[src/rtl/core/lbs_pkg.sv]
// ----------------------------------------------------------------------------
// lbs_pkg: shared types and constants for the skinning block
// Field widths, opcodes and the control bundle from the sequencer to the
// shared multiply-accumulate unit.
// ----------------------------------------------------------------------------
package lbs_pkg;

    localparam int DATA_W         = 32;
    localparam int BONE_W         = 7;
    localparam int ELEM_W         = 4;
    localparam int WEIGHT_W       = 17;
    localparam int WEIGHT_FRAC    = 16;
    localparam int WORDS_PER_BONE = 12;
    localparam int NUM_ACC        = 6;
    localparam int ACC_W          = 64;

    // request opcodes
    localparam logic OP_WRITE  = 1'b0;
    localparam logic OP_WEIGHT = 1'b1;

    typedef logic [2:0][DATA_W-1:0]         t_vec3;
    typedef logic [NUM_ACC-1:0][DATA_W-1:0] t_res6;

    // one cycle's worth of work for the MAC unit
    typedef struct packed {
        logic       mul_dot;    // matrix word times vector element
        logic       mul_wgt;    // finished row value times weight
        logic [1:0] col;        // vector element for mul_dot
        logic       dot_load;   // start a new dot product
        logic       dot_add;    // add product into dot product
        logic       trans_cap;  // capture translation word
        logic       fin;        // floor shift, add translation, saturate row
        logic       kind;       // 0 position, 1 normal
        logic [1:0] row;        // matrix row
        logic       vacc_add;   // add weighted row into vertex accumulator
        logic       out_load;   // hand out vertex, clear accumulators
    } t_mac_ctrl;

endpackage

[src/rtl/core/lbs_seq.sv]
// ----------------------------------------------------------------------------
// lbs_seq: skinning sequencer
// Walks six dot products (position and normal per row) in six-phase slots;
// the weight multiply and accumulate of each row ride in the first two phases of the
// following slot.
// ----------------------------------------------------------------------------
module lbs_seq (
    input  logic                        i_clk,
    input  logic                        i_rst_n,
    input  logic                        i_start,
    input  logic                        i_last,
    input  logic                        i_out_busy,
    output logic                        o_idle,
    output logic                        o_rd_en,
    output logic [lbs_pkg::ELEM_W-1:0]  o_rd_elem,
    output lbs_pkg::t_mac_ctrl          o_ctrl
);
    import lbs_pkg::*;

    typedef enum logic [2:0] {
        S_IDLE = 3'b001,
        S_RUN  = 3'b010,
        S_FIN  = 3'b100
    } t_state;

    // slot phases
    localparam logic [2:0] PH_WMUL  = 3'd0;  // weight multiply of previous row
    localparam logic [2:0] PH_WADD  = 3'd1;  // accumulate previous row
    localparam logic [2:0] PH_LOAD  = 3'd2;  // first product into dot product
    localparam logic [2:0] PH_LRD   = 3'd3;  // translation read, last multiply
    localparam logic [2:0] PH_TRANS = 3'd4;  // translation capture
    localparam logic [2:0] PH_FIN   = 3'd5;  // row finish
    localparam logic [2:0] DOT_END  = 3'(NUM_ACC);
    localparam logic [1:0] TRANS_COL = 2'd3;

    t_state     r_state, n_state;
    logic [2:0] r_dot, n_dot;
    logic [2:0] r_ph, n_ph;
    logic       r_last, n_last;
    logic       in_dot;
    logic       has_prev;

    // decode
    always_comb begin
        in_dot   = (r_state == S_RUN) && (r_dot != DOT_END);
        has_prev = (r_state == S_RUN) && (r_dot != 3'd0);

        o_ctrl           = '0;
        o_ctrl.kind      = r_dot[0];
        o_ctrl.row       = r_dot[2:1];
        o_ctrl.col       = 2'(r_ph - 3'd1);
        o_ctrl.mul_dot   = in_dot && (r_ph inside {[PH_WADD:PH_LRD]});
        o_ctrl.dot_load  = in_dot && (r_ph == PH_LOAD);
        o_ctrl.dot_add   = in_dot && (r_ph inside {[PH_LRD:PH_TRANS]});
        o_ctrl.trans_cap = in_dot && (r_ph == PH_TRANS);
        o_ctrl.fin       = in_dot && (r_ph == PH_FIN);
        o_ctrl.mul_wgt   = has_prev && (r_ph == PH_WMUL);
        o_ctrl.vacc_add  = has_prev && (r_ph == PH_WADD);
        o_ctrl.out_load  = (r_state == S_FIN) && r_last && !i_out_busy;

        o_rd_en   = in_dot && (r_ph <= PH_LRD);
        o_rd_elem = {r_dot[2:1], r_ph[1:0]};
        o_idle    = (r_state == S_IDLE);
    end

    // next state
    always_comb begin
        n_state = r_state;
        n_dot   = r_dot;
        n_ph    = r_ph;
        n_last  = r_last;
        case (r_state)
            S_IDLE: begin
                if (i_start) begin
                    n_state = S_RUN;
                    n_dot   = 3'd0;
                    n_ph    = PH_WMUL;
                    n_last  = i_last;
                end
            end
            S_RUN: begin
                if ((r_dot == DOT_END) && (r_ph == PH_WADD)) begin
                    n_state = S_FIN;
                end else if (r_ph == PH_FIN) begin
                    n_ph  = PH_WMUL;
                    n_dot = r_dot + 3'd1;
                end else begin
                    n_ph = r_ph + 3'd1;
                end
            end
            S_FIN: begin
                if (!r_last || !i_out_busy) begin
                    n_state = S_IDLE;
                end
            end
            default: begin
                n_state = S_IDLE;
            end
        endcase
    end

    always_ff @(posedge i_clk) begin
        if (!i_rst_n) begin
            r_state <= S_IDLE;
            r_dot   <= 3'd0;
            r_ph    <= PH_WMUL;
            r_last  <= 1'b0;
        end else begin
            r_state <= n_state;
            r_dot   <= n_dot;
            r_ph    <= n_ph;
            r_last  <= n_last;
        end
    end

    // the multiplier serves one user per cycle
    a_mul_excl: assert property (@(posedge i_clk) disable iff (!i_rst_n)
        !(o_ctrl.mul_dot && o_ctrl.mul_wgt))
        else $error("multiplier claimed twice");

    // a finished row is weighted in the very next cycle
    a_fin_wgt: assert property (@(posedge i_clk) disable iff (!i_rst_n)
        o_ctrl.fin |=> o_ctrl.mul_wgt)
        else $error("row finished without weight multiply");

    // translation capture sees the word read for column three
    a_trans_rd: assert property (@(posedge i_clk) disable iff (!i_rst_n)
        o_ctrl.trans_cap |-> $past(o_rd_en && (o_rd_elem[1:0] == TRANS_COL)))
        else $error("translation captured without its read");

endmodule

[config.mk]
export PLATFORM = sky130hd
export DESIGN_NAME = lbs_seq
export DESIGN_NICKNAME = d
export VERILOG_FILES = /design/src/rtl/core/lbs_pkg.sv /design/src/rtl/core/lbs_seq.sv
export SDC_FILE = /design/constraint.sdc
export NUM_CORES = 1
export LEC_CHECK = 0
export BUFFER_PORTS_ARGS = -buffer_cell sky130_fd_sc_hd__buf_2
export CELL_PAD_IN_SITES_DETAIL_PLACEMENT = 0
export CELL_PAD_IN_SITES_GLOBAL_PLACEMENT = 1
export CORE_MARGIN = 1.5
export CORE_UTILIZATION = 36
export DETAILED_ROUTE_END_ITERATION = 10
export PLACE_DENSITY_LB_ADDON = 0.1
export SLEW_MARGIN = 20
export SYNTH_ARGS = -nofsm -noshare
export SYNTH_HDL_FRONTEND = slang
export SYNTH_SLANG_ARGS = --single-unit
[constraint.sdc]
create_clock -name i_clk -period 2.04 [get_ports i_clk]
set_input_delay 0.306 -clock i_clk [delete_from_list [all_inputs] [get_ports i_clk]]
set_output_delay 0.306 -clock i_clk [all_outputs]
set_load 0.03 [all_outputs]
==> reports/qor.yml <==
status: "complete, no violations"
cts_tree: "done"
crit_buf_inv: 2
grt_pass1_vias: 624
ios: 24
holdCritPathClass: "in2reg"
fin_cells: 142
die_area_um2: 2468
slowest_delay_ps: 460
synth.avg_cell_area_um2: 8.258
grt_overflow: 0
ys_seq_area_share_pct: 25.52
fp.coreArea_um2: 2002
mostFrequentLayoutCells: "buf_2 (23), inv_1 (8), dfxtp_1 (8)"
place.gp.congestion: 0.7755
path_cells: "inv_1, ha_2, and2_1, and3_1, buf_2"
antenna_found_initial: 0
htree_levels: 1
cp.arrival_ps: 1640
layout_commonest_cell: "buf_2"
numPortBuffers: 23
synth_area_um2: 784.5
dp.cells: 138
num_vias: 718
rsz0062_at_grt: "no"
die_w_um: 49.68
tns_ps: 0
drv_slew: 0
clk_pin_slew_ps: 60
antennaDiodeCount: 0
endpoint_kind: "output pin"
fp-row-count: 16
grt_max_degree: 12
wl_per_cell_um: 12.02
num-nets-final: 129
post-route-min-period_ps: 1941
drt_iter0_drc: 17
initial_utilization_pct: 39.19
drtAntennaViolNets: 0
grt_pass1_wl_um: 2918
path_max_fanout: 8
required_ps: 1730
critPathTopFamily: "flip-flops"
clk_latency_ps: 260
drc_errors: 0
ys_warn_count: 0
cts.path.max_buffers: 2
area_delta_synth_final_pct: 20.41
place_hpwl_um: 1318
root_buffer: "clkbuf_4"
wl_um: 1707
finalHoldViolCount: 0
drt-pass1-iter-count: 4
worst-setup-path-type: "reg2out"
finalCritPeriodShare_pct: 95.17
syn-num-nets: 108
clock_skew_ps: 1.053
synth_seq_cells: 10
startpoint_type: "flip-flop"
worstMarginPinSlew_ps: 355.8
synthesis.instances: 95
track_usage_pct: 15.06
p_total_mw: 0.4359
synthDistinctLibCells: 37
maxCapViolations: 0
postCtsSetupRepairBufs: 0
die_h_um: 49.68
max_freq_ghz: 0.5151
power_density_nw_per_um2: 461.4
cts_buffers: 3
p_leak_nw: 0.4114
clkSinkCount: 10
crit_slowest_cell: "dfxtp_1"
setup-violations-final: 0
ff2ff_setup_slack_ps: 300
fillers: 222
layout-drive-gt1-share_pct: 30.43
slew_headroom_pct: 76.06
ir_worst_vdd_uv: 556.3
viasPerCell: 5.056
-- area by class of cell --
type / count / area, um^2 / area share [%]
multi-input combinational: 68 / 511.7 / 54.17
sequential: 10 / 202.7 / 21.46
timing repair buffer: 25 / 130.1 / 13.77
clock buffer: 4 / 36.28 / 3.841
tap: 27 / 33.78 / 3.576
inverter: 8 / 30.03 / 3.179
-- cell usage after synthesis --
library cell,n,area [um^2]
a211o_1,1,8.760
a211oi_1,3,22.52
a21o_1,2,15.01
a21oi_1,7,35.03
a31oi_1,1,6.260
and2_1,1,6.260
and3_1,2,12.51
and4b_1,1,10.01
buf_2,1,5.000
buf_4,5,37.54
buf_6,1,11.26
clkbuf_1,2,7.510
dfxtp_1,10,200.2
ha_1,8,100.1
inv_1,8,30.03
mux2i_1,2,20.02
nand2_1,6,22.52
nand2b_1,2,12.51
nand3_1,1,5.000
nand3b_1,2,15.01
nand4_1,1,6.260
nand4b_1,3,26.28
nand4bb_1,1,11.26
nor2_1,5,18.77
nor2b_1,1,6.260
nor3_1,1,5.000
nor3b_1,3,22.52
nor3b_2,1,12.51
nor4_1,2,12.51
o211ai_1,2,15.01
o21a_1,1,7.510
o21ai_0,2,10.01
o21ai_1,1,5.000
o31ai_1,1,7.510
or3b_1,2,17.52
or4_1,1,7.510
or4b_1,1,10.01
-- power by group --
part	internal, mW	leakage, nW	total, mW	switching, mW
Sequential	0.200	0.0820	0.210	0.00960
Clock	0.108	0.0210	0.174	0.0659
Combinational	0.0209	0.308	0.0516	0.0307
Total	0.330	0.411	0.436	0.106
-- metrics by stage --
stage	hold WS [ps]	utilization (%)	instance area, um^2	setup slack (ps)
global placement	513.8	44.81	897.1	318.6
finish	280.4	47.19	944.7	98.51
CTS	275.3	46.63	933.4	34.67
floorplan	382.2	-	794.5	24.06
detailed placement	527.2	44.81	897.1	268.1
global route	302.7	47.19	944.7	2.459
-- registers in the layout (all words and copies together) (netlist names) --
| signal | cells |
|---|---|
| r_dot | 3 |
| r_ph | 3 |
| r_state | 3 |
| r_last | 1 |
-- routing by layer --
layer,track usage (%),wire length (um)
met5,0,0
met4,1.389,0
met3,5.455,89
met2,23.11,765
met1,20.90,853
-- cell families after synthesis --
| kind of cell | Yosys count | share of synthesized area (%) |
|---|---|---|
| adders and majority gates | 8 | 12.76 |
| buffers and inverters | 17 | 11.64 |
| DFF | 10 | 25.52 |
| AOI/OAI and AO/OA | 21 | 16.90 |
| and+or+nand+nor | 37 | 30.62 |
| muxes | 2 | 2.552 |
-- final timing paths --
check | to | from | depth (start not counted)
setup / recovery | o_ctrl[5] | r_ph[1] | 5
hold / removal | r_state[0] | i_rst_n | 2
hold reg to reg | r_dot[1] | r_dot[1] | 2
setup reg to reg | r_state[1] | r_ph[1] | 5
-- what timing repair did --
item,4_1_cts,5_1_grt
gates resized for setup,0,4
hold buffers,0,0
endpoints found under the setup margin,0,5
Power figures use the tool's default switching activity.
