## src/rtl/core/lbs_pkg.sv

```systemverilog
// ----------------------------------------------------------------------------
// lbs_pkg: shared types and constants for the skinning block
// Field widths, opcodes and the control bundle from the sequencer to the
// shared multiply-accumulate unit.
// ----------------------------------------------------------------------------
package lbs_pkg;

    localparam int DATA_W         = 32;
    localparam int BONE_W         = 7;
    localparam int ELEM_W         = 4;
    localparam int WEIGHT_W       = 17;
    localparam int WEIGHT_FRAC    = 16;
    localparam int WORDS_PER_BONE = 12;
    localparam int NUM_ACC        = 6;
    localparam int ACC_W          = 64;

    // request opcodes
    localparam logic OP_WRITE  = 1'b0;
    localparam logic OP_WEIGHT = 1'b1;

    typedef logic [2:0][DATA_W-1:0]         t_vec3;
    typedef logic [NUM_ACC-1:0][DATA_W-1:0] t_res6;

    // one cycle's worth of work for the MAC unit
    typedef struct packed {
        logic       mul_dot;    // matrix word times vector element
        logic       mul_wgt;    // finished row value times weight
        logic [1:0] col;        // vector element for mul_dot
        logic       dot_load;   // start a new dot product
        logic       dot_add;    // add product into dot product
        logic       trans_cap;  // capture translation word
        logic       fin;        // floor shift, add translation, saturate row
        logic       kind;       // 0 position, 1 normal
        logic [1:0] row;        // matrix row
        logic       vacc_add;   // add weighted row into vertex accumulator
        logic       out_load;   // hand out vertex, clear accumulators
    } t_mac_ctrl;

endpackage

```

## src/rtl/core/lbs_mac.sv

```systemverilog
// ----------------------------------------------------------------------------
// lbs_mac: shared multiply-accumulate unit
// One 32x32 multiplier with a product register, a dot product accumulator,
// row finish (floor shift, translation, saturation) and the six vertex
// accumulators.
// ----------------------------------------------------------------------------
module lbs_mac #(
    parameter int FRAC_BITS = 16
) (
    input  logic                         i_clk,
    input  logic                         i_rst_n,
    input  lbs_pkg::t_mac_ctrl           i_ctrl,
    input  logic [lbs_pkg::DATA_W-1:0]   i_mat_word,
    input  logic                         i_bone_ok,
    input  lbs_pkg::t_vec3               i_offset,
    input  lbs_pkg::t_vec3               i_normal,
    input  logic [lbs_pkg::WEIGHT_W-1:0] i_weight,
    output lbs_pkg::t_res6               o_result
);
    import lbs_pkg::*;

    localparam int PROD_W    = 2 * DATA_W;
    localparam int DOT_W     = 2 * DATA_W + 2;
    localparam int ACC_IDX_W = $clog2(NUM_ACC);

    logic signed [DATA_W-1:0]    mat;
    logic signed [DATA_W-1:0]    vec_elem;
    logic signed [DATA_W-1:0]    mul_a;
    logic signed [DATA_W-1:0]    mul_b;
    logic signed [PROD_W-1:0]    prod_full;
    logic signed [DOT_W-1:0]     prod_ext;
    logic signed [DOT_W-1:0]     row_sum;
    logic signed [ACC_W-1:0]     addend;
    logic signed [ACC_W:0]       acc_sum;
    logic signed [ACC_W-1:0]     acc_next;

    logic signed [PROD_W-1:0]    r_prod;
    logic signed [DOT_W-1:0]     r_dot;
    logic signed [DATA_W-1:0]    r_trans;
    logic signed [DATA_W-1:0]    r_row;
    logic [ACC_IDX_W-1:0]        r_wtgt;
    logic signed [ACC_W-1:0]     r_acc [NUM_ACC];

    function automatic logic signed [DATA_W-1:0] sat_dot(input logic signed [DOT_W-1:0] v);
        logic signed [DOT_W-1:0] hi;
        logic signed [DOT_W-1:0] lo;
        hi = DOT_W'($signed({1'b0, {(DATA_W-1){1'b1}}}));
        lo = DOT_W'($signed({1'b1, {(DATA_W-1){1'b0}}}));
        if (v > hi) begin
            return hi[DATA_W-1:0];
        end else if (v < lo) begin
            return lo[DATA_W-1:0];
        end
        return v[DATA_W-1:0];
    endfunction

    function automatic logic signed [DATA_W-1:0] sat_acc(input logic signed [ACC_W-1:0] v);
        logic signed [ACC_W-1:0] hi;
        logic signed [ACC_W-1:0] lo;
        hi = ACC_W'($signed({1'b0, {(DATA_W-1){1'b1}}}));
        lo = ACC_W'($signed({1'b1, {(DATA_W-1){1'b0}}}));
        if (v > hi) begin
            return hi[DATA_W-1:0];
        end else if (v < lo) begin
            return lo[DATA_W-1:0];
        end
        return v[DATA_W-1:0];
    endfunction

    // operand select and the shared multiplier
    always_comb begin
        mat       = i_bone_ok ? $signed(i_mat_word) : '0;
        vec_elem  = i_ctrl.kind ? $signed(i_normal[i_ctrl.col])
                                : $signed(i_offset[i_ctrl.col]);
        mul_a     = i_ctrl.mul_wgt ? r_row : mat;
        mul_b     = i_ctrl.mul_wgt ? $signed(DATA_W'(i_weight)) : vec_elem;
        prod_full = mul_a * mul_b;
        prod_ext  = DOT_W'(r_prod);
        row_sum   = (r_dot >>> FRAC_BITS) + DOT_W'(r_trans);
    end

    // weighted row into its accumulator, saturating at the 64-bit limits
    always_comb begin
        addend  = r_prod >>> WEIGHT_FRAC;
        acc_sum = {r_acc[r_wtgt][ACC_W-1], r_acc[r_wtgt]} + {addend[ACC_W-1], addend};
        if (acc_sum[ACC_W] != acc_sum[ACC_W-1]) begin
            acc_next = acc_sum[ACC_W] ? {1'b1, {(ACC_W-1){1'b0}}}
                                      : {1'b0, {(ACC_W-1){1'b1}}};
        end else begin
            acc_next = acc_sum[ACC_W-1:0];
        end
    end

    // product, dot product and row datapath
    always_ff @(posedge i_clk) begin
        if (i_ctrl.mul_dot || i_ctrl.mul_wgt) begin
            r_prod <= prod_full;
        end
        if (i_ctrl.dot_load) begin
            r_dot <= prod_ext;
        end else if (i_ctrl.dot_add) begin
            r_dot <= r_dot + prod_ext;
        end
        if (i_ctrl.trans_cap) begin
            r_trans <= i_ctrl.kind ? '0 : mat;
        end
        if (i_ctrl.fin) begin
            r_row  <= sat_dot(row_sum);
            r_wtgt <= i_ctrl.kind ? ACC_IDX_W'(3) + ACC_IDX_W'(i_ctrl.row)
                                  : ACC_IDX_W'(i_ctrl.row);
        end
    end

    // vertex accumulators
    always_ff @(posedge i_clk) begin
        if (!i_rst_n || i_ctrl.out_load) begin
            for (int k = 0; k < NUM_ACC; k++) begin
                r_acc[k] <= '0;
            end
        end else if (i_ctrl.vacc_add) begin
            r_acc[r_wtgt] <= acc_next;
        end
    end

    always_comb begin
        for (int k = 0; k < NUM_ACC; k++) begin
            o_result[k] = sat_acc(r_acc[k]);
        end
    end

endmodule

```

## config.mk

```make
export PLATFORM = sky130hd
export DESIGN_NAME = lbs_mac
export DESIGN_NICKNAME = d
export VERILOG_FILES = /design/src/rtl/core/lbs_pkg.sv /design/src/rtl/core/lbs_mac.sv
export SDC_FILE = /design/constraint.sdc
export NUM_CORES = 2
export LEC_CHECK = 0
export ABC_AREA = 1
export ABC_CLOCK_PERIOD_IN_PS = 11600
export BUFFER_PORTS_ARGS = -buffer_cell sky130_fd_sc_hd__buf_4
export CAP_MARGIN = 25
export CORE_AREA = 10 10 404 406
export CTS_CLUSTER_DIAMETER = 40
export CTS_CLUSTER_SIZE = 25
export DETAILED_ROUTE_END_ITERATION = 12
export DIE_AREA = 0 0 414 416
export HOLD_SLACK_MARGIN = 0.06
export PLACE_DENSITY_LB_ADDON = 0.05
export SYNTH_ARGS = -nofsm -noshare
export SYNTH_HDL_FRONTEND = slang
export SYNTH_SLANG_ARGS = --single-unit
```

## constraint.sdc

```tcl
create_clock -name i_clk -period 11.6 [get_ports i_clk]
set_input_delay 1.16 -clock i_clk [delete_from_list [all_inputs] [get_ports i_clk]]
set_output_delay 1.16 -clock i_clk [all_outputs]
set_load 0.02 [all_outputs]
```

==> impl_results.md <==
- Routed wire length: 358,000 um
- Worst hold-check path type: reg2reg
- Flop-to-flop setup slack: 2.24 ns
- Filler-free cell count of the finished design: 13,000
- Final hold violation count: 0
- Setup repair after global routing missed its margin: false
- Syn_nets: 12,300
- Number of enable-type register cells in the synthesized netlist: 709
- CTS tree: built
- First-pass GRT wire length: 517,000 um
- Library cell with the highest instance count after synthesis: inv_1
- Synthesis Warnings: 0
- Worst path required time: 12.05 ns
- Worst setup path class: in2reg
- Post-CTS resize count: 0
- Library cell used as clock root buffer: clkbuf_16
- Maximum number of pins on one net before global-route repair: 171
- CTS hold repair buffers: 0
- Setup WS post-layout: 0.985 ns
- Number of buffers created by CTS: 90
- Worst slew margin relative to its limit: 18.6%
- Count of distinct cell types in the synthesized netlist: 58
- Nets: 12,600
- CTS HTree Levels: 3
- Top cells by count, synth: inv_1 (2,103), nand2_1 (1,949), nor2_1 (1,380)
- Highest fanout seen on the critical path: 36
- DRC violation count after routing: 0
- Most used DFF post-synth: edfxtp_1
- Pin slew with the least headroom to its limit: 1.22 ns
- Peak Freq: 0.0942 GHz
- Async SR Flop Fraction: 0%
- IO Port Bufs: 448
- Syn Inst Count: 10,600
- Area of all sequential standard cells: 21,300 um2
- Average wire per cell in the routed design: 27.5 um
- Global router's overall resource usage: 40.5%
- Layout cell share with drive strength beyond 1: 10.7%
- Max stage delay on crit path: 0.75 ns
- Critical-path cell with the highest stage delay: inv_1
- Mean post-synth cell area: 8.03 um2
- Number of maximum-capacitance constraint violations: 0
- Post-synthesis register bit count: 709
- Placement row count: 145
- Cell type contributing the most total cell area after synthesis: fa_1
- Share of Yosys cell area claimed by the top area cell type: 25.6%
- Final max-slew violation count: 0
- Clk Latency, worst-skew pair: 0.76 ns
- Via count of the routed design: 77,900
- Area of the multi-input gates: 54,200 um2
- Number of top-level design ports: 449
- Filler Cell Count: 14,000
- Gp weighted congestion: 1.07
- Endpoint type of the worst setup path: register
- Die height: 416 um
- Detailed Routing Iterations Pass 1: 7
- Layout Area Growth over Synthesis: 11.1%
- Final setup fails: 0
- Dpl hpwl: 282,000 um
- DP Cell Count: 12,800
- Cell seen most often among critical-path stages: fa_1
- Worst Skew: 0.0917 ns
- Seq/Total Area, Yosys: 25.1%
- Number of global-route vias before repair: 77,700
- Mapped cell area: 84,900 um2
- Total Die Area: 172,000 um2
- Max Root-Sink Buffers: 3
- Hold Path Cell Cnt: 2
- Initial core utilization: 54.7%
- Number of antenna violations at the first check in global routing: 12
- Arrival time of the worst setup path: 11.07 ns
- Die width: 414 um
- Type of origin of the critical path: input pin
- Total Neg Setup Slack: 0 ns
- DRC marker count from the first detailed-route iteration: 9,980
- Post-route antenna net violation count: 0
- Total overflow reported by the global router: 0
- Total setup buffers inserted after CTS: 0
- Worst Setup Slack post-DPL: 0.491 ns
- R2r worst-path depth: 26
- Via-per-instance ratio: 5.99
- Clock period minus worst slack: 10.61 ns
- Core outline area: 155,000 um2
- Run status: completed
- Portion of the clock cycle consumed by the worst path in the final layout: 91.5%
- Clock Sink Count: 709
- Cells taking the most area after synthesis: fa_1 (26%), edfxtp_1 (25%), inv_1 (9.3%), nand2_1 (8.6%), nor2_1 (6.1%)
- Clk slew on worst S/H paths: 0.07 ns
layout by cell type (no fill, tap or decap), drive strengths merged, types with 2 or more instances in the layout:
| master | synthesis | layout |
|---|---|---|
| clkinvlp | 0 | 10 |
| a22oi | 3 | 3 |
| clkinv | 16 | 51 |
| o31ai | 7 | 7 |
| a221oi | 14 | 14 |
| buf | 58 | 624 |
| edfxtp | 709 | 709 |
| nand4 | 106 | 106 |
| o311ai | 3 | 3 |
| bufinv | 0 | 10 |
| nand3b | 11 | 11 |
| xnor2 | 72 | 72 |
| a21o | 28 | 28 |
| a21boi | 17 | 17 |
| ha | 364 | 364 |
| nor3 | 48 | 48 |
| a21oi | 463 | 463 |
| and2 | 6 | 6 |
| nand3 | 251 | 251 |
| xor2 | 95 | 95 |
| nor4 | 74 | 74 |
| o21bai | 30 | 30 |
| clkbuf | 357 | 92 |
| a31oi | 111 | 111 |
| diode | 0 | 9 |
| nor3b | 2 | 2 |
| o21a | 24 | 24 |
| nand2 | 2024 | 2024 |
| inv | 2113 | 2133 |
| or2 | 48 | 48 |
| o21ai | 732 | 732 |
| o22ai | 37 | 37 |
| fa | 1085 | 1085 |
| a211oi | 4 | 4 |
| nor2 | 1560 | 1560 |
| o211ai | 89 | 89 |
sequential cells by signal, indices dropped and copies added, names as in the netlist:
signal / cells
r_prod: 64
r_acc: 512
r_trans: 32
r_row: 32
r_wtgt: 3
r_dot: 66
layout make-up:
class	count	share of cell area, %
clock inverter	75	1.10
tap	2058	2.73
multi-input combinational	7316	57.4
timing repair buffer	624	5.27
sequential	709	22.6
clock buffer	92	2.39
inverter	2129	8.47
antenna	9	0.0239
kinds of logic after synthesis:
group	synth area share, %
buf+inv	11.4
compound gates	10.2
simple gates	20.7
flops	25.1
xor+xnor	1.72
fa+ha+maj	30.9
routing by layer:
| layer | vias to the layer above | global-route usage (%) | part of all wire (%) |
|---|---|---|---|
| li1 | 33700 | - | - |
| met1 | 37800 | 49.6 | 36 |
| met2 | 5078 | 63.2 | 44 |
| met3 | 1311 | 9.68 | 11 |
| met4 | 16 | 28.6 | 9.0 |
| met5 | - | 0 | 0.029 |
worst max-delay path: cells and delay by family:
| kind | cells | cell delay [ns] |
|---|---|---|
| buffers and inverters | 11 | 2.45 |
| adders and majority gates | 9 | 4.60 |
| AOI/OAI and AO/OA | 7 | 1.16 |
| xor gates and xnor gates | 1 | 0.36 |
| and+or+nand+nor | 7 | 1.28 |
worst paths after layout:
check,start,end
worst min register to register,r_prod[0],r_dot[0]
worst min-delay path,r_prod[0],r_dot[0]
worst max-delay path,i_ctrl[10],r_prod[47]
worst max register to register,r_row[31],r_prod[56]
through the flow:
step / utilization (%) / cell area (um2) / hold WS, ns
after floorplan: - / 84900 / 0.527
after global placement: 58.4 / 90700 / 0.545
after detailed placement: 58.5 / 90800 / 0.546
after CTS: 60.6 / 94100 / 0.564
after global routing: 60.7 / 94300 / 0.596
final: 60.8 / 94400 / 0.558
Power is left out: the tool's default activity adds up to more than one toggle a clock period on the data nets, which glitch-free logic cannot reach.
